`src/hpmc_pkg.sv`:
```
// Shared types and constants of the half-pel motion compensation core.
`timescale 1ns / 1ps

package hpmc_pkg;

    localparam int SAMPLE_W = 8;
    localparam int MODE_W   = 3;
    localparam int SIZE_W   = 2;
    localparam int FL_W     = 2;

    // mode bits
    localparam int MODE_BIT_HX  = 0;
    localparam int MODE_BIT_HY  = 1;
    localparam int MODE_BIT_AVG = 2;

    // block size codes
    localparam logic [SIZE_W-1:0] SIZE_16X16 = 2'd0;
    localparam logic [SIZE_W-1:0] SIZE_16X8  = 2'd1;
    localparam logic [SIZE_W-1:0] SIZE_8X8   = 2'd2;
    localparam logic [SIZE_W-1:0] SIZE_8X4   = 2'd3;

    // one window sample on its way from the sequencer to the blend stage
    typedef struct packed {
        logic [SAMPLE_W-1:0] sample;
        logic [SAMPLE_W-1:0] prev;
        logic                hx;
        logic                hy;
        logic                avg;
        logic                up_ok;
        logic                emit;
        logic                last;
    } hpmc_item_t;

endpackage

```
`src/hpmc_if.sv`:
```
// Valid/ready channel interfaces for reference samples and predictions.
`timescale 1ns / 1ps

interface hpmc_in_if
    import hpmc_pkg::*;
();
    logic                valid;
    logic                ready;
    logic [SAMPLE_W-1:0] sample;
    logic                first;
    logic [MODE_W-1:0]   mode;
    logic [SIZE_W-1:0]   size;
    logic [FL_W-1:0]     field_lines;

    modport source (output valid, sample, first, mode, size, field_lines, input ready);
    modport sink   (input valid, sample, first, mode, size, field_lines, output ready);
endinterface

interface hpmc_out_if
    import hpmc_pkg::*;
();
    logic                valid;
    logic                ready;
    logic [SAMPLE_W-1:0] pred_sample;
    logic                last;

    modport source (output valid, pred_sample, last, input ready);
    modport sink   (input valid, pred_sample, last, output ready);
endinterface

```
`src/hpmc_ram.sv`:
```
// Generic single-write, single-read RAM with registered read data.
`timescale 1ns / 1ps

module hpmc_ram #(
    parameter int WIDTH = 8,
    parameter int DEPTH = 34
) (
    input  logic                     clk,
    input  logic                     we,
    input  logic [$clog2(DEPTH)-1:0] wr_addr,
    input  logic [WIDTH-1:0]         wr_data,
    input  logic                     re,
    input  logic [$clog2(DEPTH)-1:0] rd_addr,
    output logic [WIDTH-1:0]         rd_data
);

    logic [WIDTH-1:0] mem [DEPTH];

    // a read at the address being written returns the old word
    always_ff @(posedge clk)
    begin
        if (we)
        begin
            mem[wr_addr] <= wr_data;
        end
        if (re)
        begin
            rd_data <= mem[rd_addr];
        end
    end

endmodule

```
`src/hpmc_seq.sv`:
```
// Window sequencer: block settings, window position and store addresses.
`timescale 1ns / 1ps

module hpmc_seq
    import hpmc_pkg::*;
#(
    parameter int MAX_WIDTH       = 16,
    parameter int MAX_HEIGHT      = 16,
    parameter int MAX_FIELD_LINES = 2,
    localparam int ROW_SLOTS  = MAX_WIDTH + 1,
    localparam int LINE_DEPTH = MAX_FIELD_LINES * ROW_SLOTS,
    localparam int PRED_DEPTH = MAX_WIDTH * MAX_HEIGHT,
    localparam int LAW        = $clog2(LINE_DEPTH),
    localparam int PAW        = $clog2(PRED_DEPTH)
) (
    input  logic                clk,
    input  logic                rst_n,
    input  logic                acc,
    input  logic [SAMPLE_W-1:0] sample,
    input  logic                first,
    input  logic [MODE_W-1:0]   mode,
    input  logic [SIZE_W-1:0]   size,
    input  logic [FL_W-1:0]     field_lines,
    output hpmc_item_t          item,
    output logic [LAW-1:0]      line_rd_addr,
    output logic [LAW-1:0]      line_wr_addr,
    output logic [PAW-1:0]      pred_addr
);

    localparam int WIN_MAX = (MAX_WIDTH + 2 > MAX_HEIGHT + MAX_FIELD_LINES + 1)
                           ? MAX_WIDTH + 2 : MAX_HEIGHT + MAX_FIELD_LINES + 1;
    localparam int CW = $clog2(WIN_MAX);

    localparam logic [CW-1:0] W_WIDE   = CW'((MAX_WIDTH < 16) ? MAX_WIDTH : 16);
    localparam logic [CW-1:0] W_NARROW = CW'((MAX_WIDTH < 8) ? MAX_WIDTH : 8);
    localparam logic [CW-1:0] H_TALL   = CW'((MAX_HEIGHT < 16) ? MAX_HEIGHT : 16);
    localparam logic [CW-1:0] H_MID    = CW'((MAX_HEIGHT < 8) ? MAX_HEIGHT : 8);
    localparam logic [CW-1:0] H_SHORT  = CW'((MAX_HEIGHT < 4) ? MAX_HEIGHT : 4);
    localparam logic [FL_W-1:0] FL_MAX = FL_W'(MAX_FIELD_LINES);

    logic [CW-1:0]       row_reg, row_next;
    logic [CW-1:0]       col_reg, col_next;
    logic [MODE_W-1:0]   mode_reg;
    logic [SIZE_W-1:0]   size_reg;
    logic [FL_W-1:0]     fl_reg;
    logic [SAMPLE_W-1:0] prev_reg;

    logic [MODE_W-1:0]   mode_c;
    logic [SIZE_W-1:0]   size_c;
    logic [FL_W-1:0]     fl_c;
    logic [FL_W-1:0]     fl_in;
    logic [CW-1:0]       row_c, col_c;
    logic [CW-1:0]       blk_w, blk_h;
    logic [CW-1:0]       win_w, win_h;
    logic [CW-1:0]       hyfl;
    logic [CW-1:0]       wr, wc;
    logic [CW-1:0]       up_row;
    logic [CW-1:0]       r, c;
    logic                hx, hy;

    always_comb
    begin
        if (field_lines == '0)
        begin
            fl_in = FL_W'(1);
        end
        else if (field_lines > FL_MAX)
        begin
            fl_in = FL_MAX;
        end
        else
        begin
            fl_in = field_lines;
        end

        mode_c = first ? mode : mode_reg;
        size_c = first ? size : size_reg;
        fl_c   = first ? fl_in : fl_reg;
        row_c  = first ? '0 : row_reg;
        col_c  = first ? '0 : col_reg;

        case (size_c)
            SIZE_16X16: begin blk_w = W_WIDE;   blk_h = H_TALL;  end
            SIZE_16X8:  begin blk_w = W_WIDE;   blk_h = H_MID;   end
            SIZE_8X8:   begin blk_w = W_NARROW; blk_h = H_MID;   end
            SIZE_8X4:   begin blk_w = W_NARROW; blk_h = H_SHORT; end
            default:    begin blk_w = W_WIDE;   blk_h = H_TALL;  end
        endcase

        hx    = mode_c[MODE_BIT_HX];
        hy    = mode_c[MODE_BIT_HY];
        hyfl  = hy ? CW'(fl_c) : '0;
        win_w = blk_w + CW'(hx);
        win_h = blk_h + hyfl;

        // keep the position inside the window
        wr = (row_c >= win_h) ? '0 : row_c;
        wc = (col_c >= win_w) ? '0 : col_c;

        // advance raster position, wrap at the window end
        col_next = wc + CW'(1);
        row_next = wr;
        if (col_next >= win_w)
        begin
            col_next = '0;
            row_next = wr + CW'(1);
            if (row_next >= win_h)
            begin
                row_next = '0;
            end
        end

        up_row = wr - CW'(fl_c);
        r      = wr - hyfl;
        c      = wc - CW'(hx);

        line_rd_addr = LAW'(int'(up_row % MAX_FIELD_LINES) * ROW_SLOTS + int'(wc));
        line_wr_addr = LAW'(int'(wr % MAX_FIELD_LINES) * ROW_SLOTS + int'(wc));
        pred_addr    = PAW'(int'(r) * MAX_WIDTH + int'(c));

        item.sample = sample;
        item.prev   = prev_reg;
        item.hx     = hx;
        item.hy     = hy;
        item.avg    = mode_c[MODE_BIT_AVG];
        item.up_ok  = (wr >= CW'(fl_c));
        item.emit   = (wr >= hyfl) && (wc >= CW'(hx));
        item.last   = (r == blk_h - CW'(1)) && (c == blk_w - CW'(1));
    end

    always_ff @(posedge clk or negedge rst_n)
    begin
        if (!rst_n)
        begin
            row_reg  <= '0;
            col_reg  <= '0;
            mode_reg <= '0;
            size_reg <= SIZE_16X16;
            fl_reg   <= FL_W'(1);
            prev_reg <= '0;
        end
        else if (acc)
        begin
            row_reg  <= row_next;
            col_reg  <= col_next;
            mode_reg <= mode_c;
            size_reg <= size_c;
            fl_reg   <= fl_c;
            prev_reg <= sample;
        end
    end

endmodule

```
`src/hpmc_blend.sv`:
```
// Half-pel interpolation and averaging against the stored prediction.
`timescale 1ns / 1ps

module hpmc_blend
    import hpmc_pkg::*;
(
    input  hpmc_item_t          item,
    input  logic [SAMPLE_W-1:0] upper_left,
    input  logic [SAMPLE_W-1:0] line_rd,
    input  logic [SAMPLE_W-1:0] pred_old,
    output logic [SAMPLE_W-1:0] up_val,
    output logic [SAMPLE_W-1:0] pred
);

    logic [SAMPLE_W+1:0] sum4;
    logic [SAMPLE_W:0]   sum_h;
    logic [SAMPLE_W:0]   sum_v;
    logic [SAMPLE_W:0]   sum_a;
    logic [SAMPLE_W-1:0] interp;

    always_comb
    begin
        up_val = item.up_ok ? line_rd : '0;

        sum4  = (SAMPLE_W+2)'(upper_left) + (SAMPLE_W+2)'(up_val)
              + (SAMPLE_W+2)'(item.prev) + (SAMPLE_W+2)'(item.sample)
              + (SAMPLE_W+2)'(2);
        sum_h = (SAMPLE_W+1)'(item.prev) + (SAMPLE_W+1)'(item.sample) + (SAMPLE_W+1)'(1);
        sum_v = (SAMPLE_W+1)'(up_val) + (SAMPLE_W+1)'(item.sample) + (SAMPLE_W+1)'(1);

        if (item.hx && item.hy)
        begin
            interp = sum4[SAMPLE_W+1:2];
        end
        else if (item.hx)
        begin
            interp = sum_h[SAMPLE_W:1];
        end
        else if (item.hy)
        begin
            interp = sum_v[SAMPLE_W:1];
        end
        else
        begin
            interp = item.sample;
        end

        sum_a = (SAMPLE_W+1)'(pred_old) + (SAMPLE_W+1)'(interp) + (SAMPLE_W+1)'(1);
        pred  = item.avg ? sum_a[SAMPLE_W:1] : interp;
    end

endmodule

```
`src/half_pel_motion_compensation_core.sv`:
```
// Half-pel motion compensation core: top level with line and prediction stores.
// Path: after its completing sample is accepted, a prediction reaches the output
// via the store read into the blend stage, then the blend into the output register.
// Throughput: one reference sample per clock unless stalled; line and prediction
// stores are read and written once per cycle; a full output stalls emitting samples.
// Reset: rst_n clears the pipeline, window position, previous and upper-left
// samples and the block settings (16x16, copy, one line); store contents persist.
`timescale 1ns / 1ps

module half_pel_motion_compensation_core
    import hpmc_pkg::*;
#(
    parameter int MAX_WIDTH       = 16,
    parameter int MAX_HEIGHT      = 16,
    parameter int MAX_FIELD_LINES = 2
) (
    input  logic        clk,
    input  logic        rst_n,
    hpmc_in_if.sink     samples,
    hpmc_out_if.source  preds
);

    localparam int ROW_SLOTS  = MAX_WIDTH + 1;
    localparam int LINE_DEPTH = MAX_FIELD_LINES * ROW_SLOTS;
    localparam int PRED_DEPTH = MAX_WIDTH * MAX_HEIGHT;
    localparam int LAW        = $clog2(LINE_DEPTH);
    localparam int PAW        = $clog2(PRED_DEPTH);

    hpmc_item_t          acc_item;
    logic [LAW-1:0]      line_rd_addr;
    logic [LAW-1:0]      line_wr_addr;
    logic [PAW-1:0]      acc_pred_addr;
    logic                acc;

    logic [SAMPLE_W-1:0] line_rd;
    logic [SAMPLE_W-1:0] pred_rd;
    logic [SAMPLE_W-1:0] pred_old;
    logic [SAMPLE_W-1:0] up_val;
    logic [SAMPLE_W-1:0] pred;
    logic                s1_adv;
    logic                pred_we;

    logic                s1_valid_reg, s1_valid_next;
    hpmc_item_t          s1_item_reg;
    logic [PAW-1:0]      s1_pidx_reg;
    logic                byp_hit_reg;
    logic [SAMPLE_W-1:0] byp_data_reg;
    logic [SAMPLE_W-1:0] ul_reg;
    logic                out_valid_reg, out_valid_next;
    logic [SAMPLE_W-1:0] out_data_reg;
    logic                out_last_reg;

    hpmc_seq #(
        .MAX_WIDTH       (MAX_WIDTH),
        .MAX_HEIGHT      (MAX_HEIGHT),
        .MAX_FIELD_LINES (MAX_FIELD_LINES)
    ) u_seq (
        .clk          (clk),
        .rst_n        (rst_n),
        .acc          (acc),
        .sample       (samples.sample),
        .first        (samples.first),
        .mode         (samples.mode),
        .size         (samples.size),
        .field_lines  (samples.field_lines),
        .item         (acc_item),
        .line_rd_addr (line_rd_addr),
        .line_wr_addr (line_wr_addr),
        .pred_addr    (acc_pred_addr)
    );

    // line store: read the upper neighbour and write the new sample in the accept cycle
    hpmc_ram #(
        .WIDTH (SAMPLE_W),
        .DEPTH (LINE_DEPTH)
    ) u_line_ram (
        .clk     (clk),
        .we      (acc),
        .wr_addr (line_wr_addr),
        .wr_data (samples.sample),
        .re      (acc),
        .rd_addr (line_rd_addr),
        .rd_data (line_rd)
    );

    hpmc_ram #(
        .WIDTH (SAMPLE_W),
        .DEPTH (PRED_DEPTH)
    ) u_pred_ram (
        .clk     (clk),
        .we      (pred_we),
        .wr_addr (s1_pidx_reg),
        .wr_data (pred),
        .re      (acc),
        .rd_addr (acc_pred_addr),
        .rd_data (pred_rd)
    );

    // a write landing in the same cycle as the read is not in the read data
    assign pred_old = byp_hit_reg ? byp_data_reg : pred_rd;

    hpmc_blend u_blend (
        .item       (s1_item_reg),
        .upper_left (ul_reg),
        .line_rd    (line_rd),
        .pred_old   (pred_old),
        .up_val     (up_val),
        .pred       (pred)
    );

    assign s1_adv  = s1_valid_reg && (!s1_item_reg.emit || !out_valid_reg || preds.ready);
    assign samples.ready = !s1_valid_reg || s1_adv;
    assign acc     = samples.valid && samples.ready;
    assign pred_we = s1_adv && s1_item_reg.emit;

    always_comb
    begin
        s1_valid_next = s1_valid_reg;
        if (acc)
        begin
            s1_valid_next = 1'b1;
        end
        else if (s1_adv)
        begin
            s1_valid_next = 1'b0;
        end

        out_valid_next = out_valid_reg;
        if (pred_we)
        begin
            out_valid_next = 1'b1;
        end
        else if (preds.ready)
        begin
            out_valid_next = 1'b0;
        end
    end

    always_ff @(posedge clk or negedge rst_n)
    begin
        if (!rst_n)
        begin
            s1_valid_reg  <= 1'b0;
            out_valid_reg <= 1'b0;
            ul_reg        <= '0;
            byp_hit_reg   <= 1'b0;
        end
        else
        begin
            s1_valid_reg  <= s1_valid_next;
            out_valid_reg <= out_valid_next;
            if (s1_adv)
            begin
                ul_reg <= up_val;
            end
            if (acc)
            begin
                byp_hit_reg <= pred_we && (s1_pidx_reg == acc_pred_addr);
            end
        end
    end

    always_ff @(posedge clk)
    begin
        if (acc)
        begin
            s1_item_reg  <= acc_item;
            s1_pidx_reg  <= acc_pred_addr;
            byp_data_reg <= pred;
        end
        if (pred_we)
        begin
            out_data_reg <= pred;
            out_last_reg <= s1_item_reg.last;
        end
    end

    assign preds.valid       = out_valid_reg;
    assign preds.pred_sample = out_data_reg;
    assign preds.last        = out_last_reg;

    // hold input while the blend stage is blocked
    assert property (@(posedge clk) disable iff (!rst_n)
        s1_valid_reg && !s1_adv |-> !samples.ready)
        else $error("input taken while blend stage is stalled");

    // a blocked prediction stays in the blend stage
    assert property (@(posedge clk) disable iff (!rst_n)
        s1_valid_reg && s1_item_reg.emit && out_valid_reg && !preds.ready |=> s1_valid_reg)
        else $error("prediction dropped from blend stage");

    // prediction store is written only when the output register can take the result
    assert property (@(posedge clk) disable iff (!rst_n)
        pred_we |-> (!out_valid_reg || preds.ready))
        else $error("prediction written over a pending result");

    // every accepted sample reaches the blend stage next cycle
    assert property (@(posedge clk) disable iff (!rst_n)
        acc |=> s1_valid_reg)
        else $error("accepted sample missing from blend stage");

endmodule
```
`src/flat_wrapper.sv`:
```
// flat-port wrapper written by rule: the top's interface ports become plain ports
module half_pel_motion_compensation_core_flat import hpmc_pkg::*;
#(
    parameter int MAX_WIDTH       = 16,
    parameter int MAX_HEIGHT      = 16,
    parameter int MAX_FIELD_LINES = 2
)
  (clk, rst_n, samples_valid, samples_sample, samples_first, samples_mode, samples_size, samples_field_lines, samples_ready, preds_valid, preds_pred_sample, preds_last, preds_ready);
  hpmc_in_if samples_i ();
  hpmc_out_if preds_i ();
  input  logic clk;
  input  logic rst_n;
  input wire logic [$bits(samples_i.valid)-1:0] samples_valid;
  input wire logic [$bits(samples_i.sample)-1:0] samples_sample;
  input wire logic [$bits(samples_i.first)-1:0] samples_first;
  input wire logic [$bits(samples_i.mode)-1:0] samples_mode;
  input wire logic [$bits(samples_i.size)-1:0] samples_size;
  input wire logic [$bits(samples_i.field_lines)-1:0] samples_field_lines;
  output wire logic [$bits(samples_i.ready)-1:0] samples_ready;
  output wire logic [$bits(preds_i.valid)-1:0] preds_valid;
  output wire logic [$bits(preds_i.pred_sample)-1:0] preds_pred_sample;
  output wire logic [$bits(preds_i.last)-1:0] preds_last;
  input wire logic [$bits(preds_i.ready)-1:0] preds_ready;
  assign samples_i.valid = samples_valid;
  assign samples_i.sample = samples_sample;
  assign samples_i.first = samples_first;
  assign samples_i.mode = samples_mode;
  assign samples_i.size = samples_size;
  assign samples_i.field_lines = samples_field_lines;
  assign samples_ready = samples_i.ready;
  assign preds_valid = preds_i.valid;
  assign preds_pred_sample = preds_i.pred_sample;
  assign preds_last = preds_i.last;
  assign preds_i.ready = preds_ready;
  half_pel_motion_compensation_core #(.MAX_WIDTH(MAX_WIDTH), .MAX_HEIGHT(MAX_HEIGHT), .MAX_FIELD_LINES(MAX_FIELD_LINES)) u_core (.clk(clk), .rst_n(rst_n), .samples(samples_i), .preds(preds_i));
endmodule
```
`config.mk`:
```
export PLATFORM = sky130hd
export DESIGN_NAME = half_pel_motion_compensation_core_flat
export DESIGN_NICKNAME = d
export VERILOG_FILES = /design/src/hpmc_pkg.sv /design/src/hpmc_if.sv /design/src/hpmc_ram.sv /design/src/hpmc_seq.sv /design/src/hpmc_blend.sv /design/src/half_pel_motion_compensation_core.sv /design/src/flat_wrapper.sv
export SDC_FILE = /design/constraint.sdc
export NUM_CORES = 2
export LEC_CHECK = 0
export ABC_AREA = 0
export BUFFER_PORTS_ARGS = -buffer_cell sky130_fd_sc_hd__clkbuf_2
export CORE_ASPECT_RATIO = 1.25
export CORE_MARGIN = 2
export CORE_UTILIZATION = 25
export CTS_CLUSTER_SIZE = 8
export DETAILED_ROUTE_END_ITERATION = 16
export HOLD_SLACK_MARGIN = 0.1
export PLACE_DENSITY = 0.38
export SLEW_MARGIN = 20
export SYNTH_ARGS = -nofsm -noshare
export SYNTH_HDL_FRONTEND = slang
export SYNTH_HIERARCHICAL = 1
export SYNTH_SLANG_ARGS = --single-unit
```
`constraint.sdc`:
```
create_clock -name clk -period 32 [get_ports clk]
set_input_delay 6.4 -clock clk [delete_from_list [all_inputs] [get_ports clk]]
set_output_delay 6.4 -clock clk [all_outputs]
set_load 0.01 [all_outputs]
```
### Word level (Yosys, flattened, before mapping)

Memory sizes are Yosys's and may differ from the RTL's. A register that Yosys moved wholly into a read port is not among the register bits.
Cells that the tools add are included.

| storage, ports and cells | value |
|---|---|
| RAM bits | 2320 |
| register bits after elaboration | 83 |
| memories kept | 2 |

| cells by class | value |
|---|---|
| $mul | 2 |
| order comparisons | 8 |
| eq/ne operators | 6 |
| mux-type cells | 29 |
| $add $sub $neg | 22 |
| reduce and logical (&&, ||, !) cells | 20 |

Memory list:

| memory | words | bits a word | rd ports | clocked after memory_dff | write ports | line | source |
|---|---|---|---|---|---|---|---|
| u_core.u_pred_ram.mem | 256 | 8 | 1 | 1 | 1 | hpmc_ram.sv:17 | `logic [WIDTH-1:0] mem [DEPTH];` |
| u_core.u_line_ram.mem | 34 | 8 | 1 | 1 | 1 | hpmc_ram.sv:17 |  |

Operators with widths:

| cell | count |
|---|---|
| 8-bit 2-to-1 mux | 6 |
| 8-bit by 8-bit adder with 9-bit output | 4 |
| 5-bit 2-to-1 mux | 7 |
| 9-bit by 1-bit adder with 9-bit output (second input constant) | 3 |
| 5-bit >= comparator | 4 |
| 5-bit case mux with 3 select lines | 1 |
| 6-bit by 5-bit adder with 6-bit output | 2 |
| 1-bit by 5-bit multiplier with 6-bit output (second input constant) | 2 |
| 10-bit by 2-bit adder with 10-bit output (second input constant) | 1 |
| 10-bit by 8-bit adder with 10-bit output | 1 |
| 5-bit by 1-bit adder with 5-bit output (second input constant) | 2 |
| 9-bit by 8-bit adder with 10-bit output | 1 |
| 5-bit equality test | 2 |
| 5-bit by 2-bit >= comparator with 1-bit output | 2 |
| 2-bit 2-to-1 mux | 5 |
| 5-bit case mux with 2 select lines | 1 |
| 5-bit by 1-bit subtractor with 5-bit output (second input constant) | 2 |
| 8-bit by 5-bit adder with 8-bit output | 1 |
| 8-bit equality test | 1 |
| 1-bit 2-to-1 mux | 8 |
| 1-bit logical AND | 7 |
| 2-bit OR reduction | 3 |
| 5-bit by 1-bit adder with 5-bit output | 1 |
| 5-bit by 2-bit adder with 5-bit output | 1 |
| other kinds (12) | 19 |

### Logic depth before layout (Yosys ltp)

| depth | value |
|---|---|
| depth in word-level cells | 12 |
| depth in mapped cells | 26 |
| mapped depth without buffers | 22 |

### By module

The synthesis kept the hierarchy.

By module, submodules not included:

| module | times used | cells each | area an instance (um^2) | sequential area each (um^2) |
|---|---|---|---|---|
| hpmc_ram (u_core.u_pred_ram) | 1 | 3733 | 79636.4 | 61739.2 |
| hpmc_ram (u_core.u_line_ram) | 1 | 612 | 11193.2 | 8408.1 |
| hpmc_seq | 1 | 276 | 2456.1 | 626.9 |
| hpmc_blend | 1 | 282 | 2148.3 | 0.0 |
| half_pel_motion_compensation_core | 1 | 96 | 2040.7 | 1686.6 |

### Worst setup path before layout

Ideal clock, no wire load.

| timing | value |
|---|---|
| path type | register -> register |
| start | register u_core/s1_item_reg[2] in the netlist's numbering |
| end | register u_core.byp_data_reg[3], data pin |
| path buffers | 1 |
| slack | 15509 ps |
| cell stages (with the launch flop) | 18 |
| clock period less this slack | 16491 ps |
| arrival time | 14228 ps |
| data required time | 29737 ps |
| path through | edfxtp_1 -> buf_2 -> nand2_1 -> fa_1 -> fa_1 -> inv_1 -> ha_1 -> nand4b_1 -> a21boi_0 -> nor2_1 -> xnor2_1 -> mux4_2 -> ha_1 -> nor2b_1 -> o21a_1 -> nor2_1 -> xor2_1 -> a211oi_1 |

| on the way | value |
|---|---|
| word-level cells in the longest chain between the ends | 9 |

RTL lines:

| item | line | source |
|---|---|---|
| from (decl) | half_pel_motion_compensation_core.sv:44 | `hpmc_item_t s1_item_reg;` |
| from (signal assigned) | half_pel_motion_compensation_core.sv:167 | `s1_item_reg <= acc_item;` |
| 8-bit 2-to-1 mux (*) | hpmc_blend.sv:23 | `up_val = item.up_ok ? line_rd : '0;` |
| 8-bit by 8-bit adder with 9-bit output, on equally long branches | hpmc_blend.sv:25, hpmc_blend.sv:29 |  |
| 9-bit by 8-bit adder with 10-bit output / 9-bit by 1-bit adder with 9-bit output (equally long branches) | hpmc_blend.sv:26, hpmc_blend.sv:29 |  |
| 10-bit by 8-bit adder with 10-bit output / 8-bit 2-to-1 mux (equally long branches) | hpmc_blend.sv:26, hpmc_blend.sv:39 |  |
| 10-bit by 2-bit adder with 10-bit output / 8-bit 2-to-1 mux (equally long branches) | hpmc_blend.sv:27, hpmc_blend.sv:35 |  |
| 8-bit 2-to-1 mux (*) | hpmc_blend.sv:31 | `if (item.hx && item.hy)` |
| 8-bit by 8-bit adder with 9-bit output | hpmc_blend.sv:48 | `sum_a = (SAMPLE_W+1)'(pred_old) + (SAMPLE_W+1)'(interp) + (SAMPLE_W+1)'(1);` |
| 9-bit by 1-bit adder with 9-bit output | hpmc_blend.sv:48 |  |
| 8-bit 2-to-1 mux (*) | hpmc_blend.sv:49 | `pred = item.avg ? sum_a[SAMPLE_W:1] : interp;` |
| via u_core.pred[3] | half_pel_motion_compensation_core.sv:39 | `logic [SAMPLE_W-1:0] pred;` |
| to (signal assigned) | half_pel_motion_compensation_core.sv:169 | `byp_data_reg <= pred;` |
| to (decl) | half_pel_motion_compensation_core.sv:47 | `logic [SAMPLE_W-1:0] byp_data_reg;` |

The timed path passes the listed nets; every way through them passes the cells marked *.
A chain may end at the register's enable or synchronous reset.

==> metrics.csv <==
stage,metric,value,unit
run_status,status,completed,
setup_path,r2r endpoint,u_core/u_pred_ram/rd_data[3]$_DFFE_PP_,
setup_path,r2r worst-path depth,17,
logic_synthesis,synthesized flop and latch total,2419,
layout,final instance area,113000,sq um
setup_path,CP dominant cell by count,buf_4,
layout,Storage cell area,72500,sq um
timing,Worst Skew,0.0890,ns
drt,vias post-DR,48500,
setup_path,Setup CP Type,in -> reg,
power_and_ir_drop,maximum vdd drop,0.000191,V
layout,multi-input logic area,23200,sq um
global_routing,initial antenna violation count,5,
cts,setup bufs post-CTS,0,
placement,Detailed Place HPWL,173,mm
layout,fillers,38100,
logic_synthesis,Cells after Synth,4999,
floorplanning,I/O pin total,31,
setup_path,internal reg-to-reg setup slack,23.18,ns
floorplanning,die span in x,562,microns
setup_path,crit path to,u_core/u_pred_ram/rd_data[3]$_DFFE_PP_,
power_and_ir_drop,share of power burned in registers,41.1,%
timing,max-slew violations,0,
setup_path,crit-path cells,clkbuf_2 > mux2_2 > ha_1 > or4b_1 > a31oi_1 > nand2_1 > ha_1 > inv_8 > buf_4 > buf_4 > buf_4 > buf_4 > buf_4 > mux4_2 > a221oi_1 > o32ai_1 > nor3_1 > nor4_1,
timing,setup TNS,0,ns
setup_path,WP data required,32.59,ns
cts,CTS H-Tree Depth,5,
cts,CTS max path bufs,4,
placement,gp weighted congestion,0.771,
logic_synthesis,Ys Warns,6,
global_routing,GRT Residual Overflow,0,
drt,drt wl/cell,27.3,microns
logic_synthesis,Synth cell types,95,
cts,clk sinks,2419,
hold_path,Worst Hold Launch,u_core/u_seq/prev_reg[5]$_DFFE_PN0P_,
logic_synthesis,"EDFF count, synth",2383,
layout,max reg flops,2048,
floorplanning,core area,389000,sq um
drt,DRC viols,0,
timing,final hold vios,0,
logic_synthesis,ys async rst share,1.49,%
logic_synthesis,leading register cell type out of synthesis,edfxtp_1,
floorplanning,initial cell density of the core,25.1,%
drt,Detailed Route Iter0 Violations,3755,
cts,Num CTS Buffers,345,
power_and_ir_drop,Int Pwr,7800,uW
power_and_ir_drop,Tot Pwr,12000,uW
power_and_ir_drop,pwr dens,106,nW/um^2
floorplanning,row count,256,
setup_path,max incr delay on CP,0.69,ns
power_and_ir_drop,Comb pwr share,31.8,%
cts,TritonCTS clock tree,built,
cts,Hold Buf Count CTS,0,
power_and_ir_drop,Lkg Pwr,0.0352,uW
setup_path,crit-path max FO,54,
cts,clock latency on the worst-skew pair,0.89,ns
timing,RSZ-0062 raised after global routing,false,
logic_synthesis,sequential area share after synthesis,74.3,%
timing,count of final setup violators,0,
hold_path,HP Class,reg -> reg,
placement,port bufs,29,
setup_path,startpoint types,input port,
logic_synthesis,Syn Nets,5104,
power_and_ir_drop,switching pwr,4160,uW
drt,vias per cell,4.65,
placement,Placed Area,104000,sq um
timing,fmax,68.8,MHz
global_routing,first-pass GRT wire length,400,mm
setup_path,CP Data Arrival Time,15.14,ns
setup_path,critical path endpoint category,register,
cts,CTS resizes,0,
logic_synthesis,"Cell Area, Synth",97500,sq um
global_routing,All-Layer GR Usage,14.2,%
timing,Slew HR,18.1,%
drt,drt pass-1 iters,5,
power_and_ir_drop,fraction of power consumed by the clock network,27.1,%
global_routing,largest net degree at the start of global routing,188,
flow_run,Maximum Capacitance Violations,0,
power_and_ir_drop,switching part of the total,34.8,%
drt,routed wire length,285,mm
setup_path,Worst Setup SP,samples_first,
timing,min cycle time layout,14.54,ns
layout,share of cells above drive strength 1,21.1,%
setup_path,Slowest cell on crit path,buf_4,
global_routing,vias in the first global route,51000,
drt,Post-DRT Antenna Nets,0,
cts,clk slew on worst S/H paths,0.05,ns
logic_synthesis,mean post-synth cell area,19.5,sq um
timing,Slew @ Worst Pin,1.22,ns
floorplanning,Die Span Y,702,microns
floorplanning,die area,395000,sq um
timing,crit share post-route,45.5,%
cts,clk root buf,clkbuf_16,
layout,number of nets in the layout,5309,
setup_path,Worst R2R Start,u_core/u_seq/mode_reg[0]$_DFFE_PN0P_,
layout,area growth from synthesis to layout,15.7,%
-- logic make-up (layout without fill, tap and decap cells) --
logic type | count (synthesis) | after routing | share of synthesized area (%)
AOI/OAI and AO/OA | 619 | 619 | 4.64
xor gates and xnor gates | 46 | 46 | 0.427
adders and majority gates | 85 | 85 | 1.23
buffers and inverters | 366 | 622 | 2.18
DFF | 2419 | 2419 | 74.3
muxes | 767 | 767 | 13.8
other | 0 | 4 | 0
and+or+nand+nor | 697 | 697 | 3.37
-- layout make-up --
class	count	area share (%)
multi-input combinational	2214	20.6
antenna	4	0.00888
inverter	78	0.273
clock buffer	381	7.95
sequential	2419	64.3
tap	5160	5.72
clock inverter	17	0.206
timing repair buffer	146	1.03
-- layer usage --
metal | track usage [%] | routed length, microns | up-vias | share of wire, %
met2 | 25.0 | 147000 | 1000 | 52
met3 | 2.09 | 11300 | 366 | 4.0
met5 | 0 | 0 | - | 0
li1 | - | - | 20800 | -
met4 | 3.74 | 6880 | 0 | 2.4
met1 | 18.0 | 120000 | 26300 | 42
-- cells in the final DEF, fill, tap and decap left out, types with 75 or more instances in the layout --
master     count
a21oi_1      145
a22oi_1      165
buf_4        106
clkbuf_16    354
edfxtp_1    2383
inv_1         75
mux2i_1      270
mux4_2       457
nand2_1       90
nor2_1       336
-- worst min path at each step --
| stage | endpoint | slack (ns) | depth (start not counted) |
|---|---|---|---|
| 2_1_floorplan | u_core/preds.last$_DFFE_PP_ | 0.40 | 0 |
| 3_3_place_gp | u_core/preds.last$_DFFE_PP_ | 0.42 | 0 |
| 3_5_place_dp | u_core/preds.last$_DFFE_PP_ | 0.42 | 0 |
| 4_1_cts | u_core/preds.last$_DFFE_PP_ | 0.43 | 0 |
| 5_1_grt | u_core/preds.last$_DFFE_PP_ | 0.46 | 0 |
| 6_report | u_core/s1_item_reg[11]$_DFFE_PP_ | 0.43 | 0 |
-- power by group through the flow --
stage / clock [uW] / sequential, uW / combinational, uW
global route: 3460 / 4910 / 4130
global placement: 0 / 4970 / 3860
floorplan: 0 / 5420 / 2120
finish: 3240 / 4910 / 3800
detailed placement: 0 / 4970 / 3960
CTS: 3360 / 4910 / 3960
-- cells in the mapped netlist, drive strengths merged (7+ instances only) --
| library cell | count | area share (%) |
|---|---|---|
| o211ai | 17 | 0.13 |
| mux2i | 270 | 2.8 |
| clkbuf | 127 | 0.49 |
| o41ai | 9 | 0.14 |
| nand3 | 50 | 0.26 |
| o21ai | 36 | 0.20 |
| or3 | 7 | 0.050 |
| a221oi | 32 | 0.36 |
| a21oi | 148 | 0.76 |
| a21o | 8 | 0.062 |
| ha | 67 | 0.86 |
| xnor2 | 25 | 0.22 |
| nor4 | 30 | 0.21 |
| a211oi | 20 | 0.15 |
| fa | 18 | 0.37 |
| a31oi | 8 | 0.051 |
| a22o | 25 | 0.22 |
| mux2 | 38 | 0.44 |
| dfrtp | 35 | 0.90 |
| inv | 77 | 0.30 |
| o221ai | 49 | 0.45 |
| o21a | 9 | 0.069 |
| nand2b | 22 | 0.15 |
| a22oi | 165 | 1.3 |
| nor3 | 31 | 0.16 |
| a2111oi | 10 | 0.11 |
| nor2b | 49 | 0.31 |
| nor2 | 342 | 1.3 |
| mux4 | 459 | 11 |
| and2 | 17 | 0.11 |
| or2 | 11 | 0.071 |
| edfxtp | 2383 | 73 |
| buf | 161 | 1.4 |
| nand3b | 7 | 0.054 |
| nand4 | 14 | 0.090 |
| o22ai | 39 | 0.25 |
| xor2 | 20 | 0.18 |
| nand2 | 91 | 0.35 |
-- worst max-delay path, delay by kind of cell --
family / cells / cell delay [ns]
simple gates: 4 / 1.52
compound gates: 3 / 1.12
fa+ha+maj: 2 / 0.70
mux: 2 / 1.06
buf+inv: 7 / 4.05
-- through the flow --
step | utilization (%) | std cells | hold slack, ns | setup WS, ns
CTS | 29.0 | 10400 | 0.430 | 17.32
floorplan | - | 4999 | 0.400 | 15.51
global placement | 26.6 | 10000 | 0.417 | 16.28
finish | 29.0 | 10400 | 0.433 | 17.46
detailed placement | 26.6 | 10000 | 0.419 | 16.36
global route | 29.0 | 10400 | 0.455 | 16.88
(Power assumes the default switching activity.)
